## src/mi3x3_pkg.sv

```systemverilog
// Shared constants, tables and types for the 3x3 matrix inverse unit.
package mi3x3_pkg;

  // Default word and fraction sizes of the matrix entries.
  localparam int WORD_BITS_DEF     = 32;
  localparam int FRACTION_BITS_DEF = 16;

  // Singularity threshold register: width and reset value (units of 2^-3F).
  localparam int              THR_W     = 63;
  localparam logic [THR_W-1:0] THR_RESET = 63'd281474977;

  // Number of matrix entries and of divider lanes.
  localparam int NUM_ELEM = 9;

  // Adjugate entry k = m[ADJ_IDX[k][0]] * m[ADJ_IDX[k][1]]
  //                  - m[ADJ_IDX[k][2]] * m[ADJ_IDX[k][3]], entries row by row.
  localparam int ADJ_IDX [NUM_ELEM][4] = '{
    '{4, 8, 5, 7},
    '{2, 7, 1, 8},
    '{1, 5, 2, 4},
    '{5, 6, 3, 8},
    '{0, 8, 2, 6},
    '{2, 3, 0, 5},
    '{3, 7, 4, 6},
    '{1, 6, 0, 7},
    '{0, 4, 1, 3}
  };

  // Control that travels beside the datapath.
  typedef struct packed {
    logic valid;
    logic singular;
  } mi3x3_ctrl_t;

endpackage

```

## src/mi3x3_merge.sv

```systemverilog
// Merge of the lane results, identity substitution and the output skid buffer.
module mi3x3_merge #(
  parameter int W = mi3x3_pkg::WORD_BITS_DEF,
  parameter int F = mi3x3_pkg::FRACTION_BITS_DEF
) (
  input  logic                          clk,
  input  logic                          rst_n,
  input  mi3x3_pkg::mi3x3_ctrl_t        ctrl_i,
  input  logic signed [W-1:0]           val_i [mi3x3_pkg::NUM_ELEM],
  input  logic                          sat_i [mi3x3_pkg::NUM_ELEM],
  output logic                          en_o,
  output logic                          out_tvalid,
  input  logic                          out_tready,
  output logic [((9*W+7)/8)*8-1:0]      out_tdata,
  output logic [1:0]                    out_tuser
);

  localparam int  N      = mi3x3_pkg::NUM_ELEM;
  localparam int  OTW    = ((9 * W + 7) / 8) * 8;
  localparam bit  ID_SAT = (F > W - 2);
  localparam logic [W-1:0] ONE = ID_SAT ? {1'b0, {(W-1){1'b1}}} : (W'(1) << F);

  logic [OTW-1:0] data_w;
  logic [1:0]     user_w;
  logic           emit;
  logic           pop;

  logic           out_valid_r;
  logic [OTW-1:0] out_data_r;
  logic [1:0]     out_user_r;
  logic           skid_valid_r;
  logic [OTW-1:0] skid_data_r;
  logic [1:0]     skid_user_r;

  // Combine lanes: identity on a singular matrix, else the quotients.
  always_comb begin
    logic any_sat;
    data_w  = '0;
    any_sat = 1'b0;
    for (int k = 0; k < N; k++) begin
      if (ctrl_i.singular) begin
        data_w[k*W +: W] = (k == 0 || k == 4 || k == 8) ? ONE : '0;
      end else begin
        data_w[k*W +: W] = val_i[k];
      end
      any_sat = any_sat | sat_i[k];
    end
    user_w[0] = ctrl_i.singular;
    user_w[1] = ctrl_i.singular ? ID_SAT : any_sat;
  end

  // The pipeline moves whenever the skid stage is empty.
  assign en_o = !skid_valid_r;
  assign emit = ctrl_i.valid && en_o;
  assign pop  = out_valid_r && out_tready;

  always_ff @(posedge clk) begin
    if (!rst_n) begin
      out_valid_r  <= 1'b0;
      skid_valid_r <= 1'b0;
    end else begin
      if (skid_valid_r) begin
        if (pop || !out_valid_r) begin
          out_valid_r  <= 1'b1;
          skid_valid_r <= 1'b0;
        end
      end else if (emit) begin
        if (!out_valid_r || pop) begin
          out_valid_r <= 1'b1;
        end else begin
          skid_valid_r <= 1'b1;
        end
      end else if (pop) begin
        out_valid_r <= 1'b0;
      end
    end
  end

  // Payload registers of the output and skid stages.
  always_ff @(posedge clk) begin
    if (skid_valid_r) begin
      if (pop || !out_valid_r) begin
        out_data_r <= skid_data_r;
        out_user_r <= skid_user_r;
      end
    end else if (emit) begin
      if (!out_valid_r || pop) begin
        out_data_r <= data_w;
        out_user_r <= user_w;
      end else begin
        skid_data_r <= data_w;
        skid_user_r <= user_w;
      end
    end
  end

  assign out_tvalid = out_valid_r;
  assign out_tdata  = out_data_r;
  assign out_tuser  = out_user_r;

endmodule

```

## config.mk

```make
export PLATFORM = sky130hd
export DESIGN_NAME = mi3x3_merge
export DESIGN_NICKNAME = d
export VERILOG_FILES = /design/src/mi3x3_pkg.sv /design/src/mi3x3_merge.sv
export SDC_FILE = /design/constraint.sdc
export NUM_CORES = 1
export LEC_CHECK = 0
export BUFFER_PORTS_ARGS = -buffer_cell sky130_fd_sc_hd__buf_4
export CAP_MARGIN = 15
export CORE_ASPECT_RATIO = 0.8
export CORE_MARGIN = 3
export CORE_UTILIZATION = 45
export CTS_BUF_LIST = sky130_fd_sc_hd__clkbuf_4
export CTS_CLUSTER_DIAMETER = 80
export DETAILED_ROUTE_END_ITERATION = 8
export GPL_ROUTABILITY_DRIVEN = 0
export PLACE_DENSITY = 0.69
export SYNTH_ARGS = -nofsm -noshare
export SYNTH_HDL_FRONTEND = slang
export SYNTH_SLANG_ARGS = --single-unit
```

## constraint.sdc

```tcl
create_clock -name clk -period 27.2 [get_ports clk]
set_input_delay 6.8 -clock clk [delete_from_list [all_inputs] [get_ports clk]]
set_output_delay 6.8 -clock clk [all_outputs]
set_load 0.005 [all_outputs]
```

# == Yosys cells after proc, flatten, opt, wreduce, memory -nomap -nowiden ==
# Cells that the tools add are included.
# word_totals
ramBits,0
mem_count,0
input_bits,302
register_bits,582
mem_bits_ro,0
out_inout_bits,292
latch_bits,0
# classes
div_mod_pow,0
magnitude_cmp,0
n_reduce_logical,9
n_mul,0
bitwise,10
shift,0
mux,25
eq_ne,0
addsub,0
# op_table
op,count
$mux W288,4
$mux W32,9
$mux W1,8
$mux W2,4
$or A1 B1 Y1,8
$reduce_and A3 Y1,1
$reduce_bool A3 Y1,1
$logic_and A1 B1 Y1,2
$logic_not A1 Y1,2
$not A1 Y1,2
$reduce_and A2 Y1,1
$reduce_bool A2 Y1,1
$logic_or A1 B1 Y1,1

# == Depth between registers and ports, before layout ==
# depth
word_depth,12
depth_mapped,5
depth_no_buf,3

# == Least setup slack after synthesis ==
# OpenSTA, ideal clock, no wires.
# synth_path
path_type,input-to-reg
startpoint,in out_tready
endpoint,"reg skid_data_r[0], enable pin"
path_stages,2
arrival_ns,27.882
setup_slack_ns,-2.037
n_path_buf,0
cell_sequence,nand2b_1 > nor3b_1
# synth_between
elab_chain_cells,4
# synth_lines
item,line,rtl
"start, declared",mi3x3_merge.sv:13,"input logic out_tready,"
$logic_and A1 B1 Y1,mi3x3_merge.sv:55,assign pop = out_valid_r && out_tready;
$logic_or A1 B1 Y1,mi3x3_merge.sv:87,if (!out_valid_r || pop) begin
$not A1 Y1 (no source line),n/a,
$reduce_and A3 Y1 (no source line),n/a,
"end signal, assigned",mi3x3_merge.sv:91,skid_data_r <= data_w;
"end, declared",mi3x3_merge.sv:32,logic [OTW-1:0] skid_data_r;
# Every way passes these cells.
# A chain may end at the register's enable or synchronous reset.

# == Final worst setup path ==
# layout_path
startpoint,in out_tready
endpoint,"reg skid_data_r[274], enable pin"
# The elaborated chain is that of the path after synthesis.

==> impl_metrics.ini <==
[grt]
grt_busiest_layer = met2
grt.overflow.total = 0
grt_use_total_pct = 20.06
antenna_found_initial = 4
grt_pass1_wl_um = 82220
met2_usage_pct = 31.44
grtUsageMet1_pct = 24.63
grt_pass1_vias = 13950
met3_usage_pct = 8.143
grt_start_max_net_pins = 165

[pwr]
p_per_area_nw_per_um2 = 64.31
p_leak_nw = 12.14
irDropWorstVdd_v = 0.00004525

[floorplan]
coreArea_sq_um = 51200
die_area_sq_um = 54710
die_x_um = 260.8
row_count = 74
die_y_um = 209.8
ios = 594
initial_core_util_pct = 45.63

[clock_tree]
cts_hold_buf = 0
cts_buffer_depth = 3
cts.sinks = 582
cts_resized = 0
h-tree-depth = 4
cts_setup_buffers = 0
path_clk_slew_ps = 60
insertion_delay_ps = 930
clock-root-buffer = clkbuf_4
numCtsBuffers = 149
tritoncts = built

[logic_synthesis]
synthDominantCellAreaShare_pct = 74.54
postSynthCellCount = 1235
synth_common_cells = edfxtp_1 (580), nor2b_1 (284), mux2_2 (190)
syn_nets = 1537
yosysWarningCount = 0
synth.yosys.seq_area_share_pct = 74.71
synth_edf_count = 580
synth_largest_area_cell = edfxtp_1
syn_avg_cell_area_sq_um = 18.92
synth_flop_cell = edfxtp_1
synth-seq-cells = 582
synthesis.area_sq_um = 23360
synth_cell_types = 20
async_flop_share_pct = 0
yosysMostFrequentCell = edfxtp_1
synth_area_leaders = edfxtp_1 (75%), mux2_2 (9.2%), nor2b_1 (7.6%)

[layout]
final_area_sq_um = 30150
area_growth_pct = 29.03
final_cells = 2703
nets = 2226
nFillCells = 4034
drive_gt1_share_pct = 55.34

[timing]
finalCritPeriodShare_pct = 36.97
setup_viol = 0
fmax_mhz = 99.45
hold_violations = 0
finClkSkew_ps = 50.51
maxSlewViolCount = 0
worst_pin_slew_ps = 1175
rsz0062_at_grt = false
tns_ps = 0
min_period_ps = 10060
setup_ws_ps = 17140
relSlewSlack_pct = 21.67
hold_slack_ps = 521.0

[route]
vias = 13210
drc = 0
vias_per_cell = 4.889
drtIter0Drc = 920
wirelength_um = 55620
drt_pass1_iterations = 5
postRouteAntennaNets = 0
wire_per_inst_um = 20.58

[worst_hold_path]
holdCritPathClass = reg -> reg

[outcome]
outcome = finished clean

[worst_setup_path]
crit_chain = buf_4 > nand2b_1 > nor3b_4 > buf_12 > buf_4 > buf_4
cpPeakStageDelay_ps = 940
end_kind = flop
timing.critical_path.mode_cell = buf_4
slowest_stage = nor3b_4
cp.required_ps = 27720
cp.arrival_ps = 10570
worst-path-max-fanout = 157
critPathBufInv = 4
start_kind = input port
critPathTopFamily = buffers and inverters
path_class = in -> reg

[placement]
port-buffer-count = 593
post-dp-hpwl_um = 35990
place_inst = 2457
dp_slack_ps = 16210
place_area_sq_um = 28410

[run]
maxCapViolations = 0
[power by group]
part | switching (mW) | internal, mW
combinational | 0.0772 | 0.102
clock | 0.345 | 0.360
sequential | 0.0140 | 1.04
[cells in the final DEF, fill, tap and decap left out, types with 2 or more instances in the layout]
| cell | instances |
|---|---|
| edfxtp_1 | 580 |
| clkinv_1 | 24 |
| buf_4 | 598 |
| nor2b_1 | 284 |
| mux2_4 | 100 |
| dfxtp_1 | 2 |
| mux2_2 | 190 |
| inv_2 | 3 |
| clkinvlp_4 | 3 |
| buf_12 | 3 |
| or2_2 | 3 |
| clkbuf_4 | 209 |
| diode_2 | 6 |
| nor2_1 | 2 |
[metal layers]
layer | vias to the layer above | share of wire, %
li1 | 6069 | -
met3 | 86 | 8.7
met2 | 511 | 48
met1 | 6544 | 40
met5 | - | 0.061
met4 | 4 | 2.9
[layout make-up]
cell class | count | area, sq um | share of cell area (%)
sequential | 582 | 17460 | 57.90
timing repair buffer | 602 | 4563 | 15.14
clock inverter | 31 | 153.9 | 0.5105
clock buffer | 209 | 1569 | 5.204
antenna | 6 | 15.01 | 0.04980
tap | 684 | 855.8 | 2.839
inverter | 1 | 11.26 | 0.03735
multi-input combinational | 588 | 5524 | 18.32
[registers in the layout, summed over array words and instances (netlist names)]
| register | count |
|---|---|
| skid_user_r | 2 |
| out_tuser | 2 |
| out_tvalid | 1 |
| skid_data_r | 288 |
| out_tdata | 288 |
| skid_valid_r | 1 |
[kinds of logic (layout without fill, tap and decap cells)]
logic type / after synthesis / count (layout) / synth area share (%)
simple gates: 295 / 295 / 7.888
buf+inv: 65 / 843 / 1.724
mux: 290 / 290 / 15.58
compound gates: 3 / 3 / 0.09108
other cells: 0 / 6 / 0
flops: 582 / 582 / 74.71
[worst paths after layout]
check / start / to / slack [ps] / depth (start not counted)
setup / recovery: out_tready / skid_data_r[274]$_DFFE_PP_ / 17140 / 6
hold / removal: skid_data_r[281]$_DFFE_PP_ / out_tdata[281]$_DFFE_PP_ / 520 / 1
setup reg to reg: out_tvalid$_SDFFE_PN0P_ / skid_data_r[274]$_DFFE_PP_ / 22810 / 5
hold reg to reg: skid_data_r[281]$_DFFE_PP_ / out_tdata[281]$_DFFE_PP_ / 520 / 1
[through the flow]
| step | util [%] | total power [mW] |
|---|---|---|
| after floorplan | - | 1.157 |
| after global placement | 55.49 | 1.252 |
| after detailed placement | 55.49 | 1.256 |
| after CTS | 58.85 | 1.967 |
| after global routing | 58.88 | 2.033 |
| final | 58.88 | 1.939 |
Note: power is estimated with default switching activity, not from simulation.
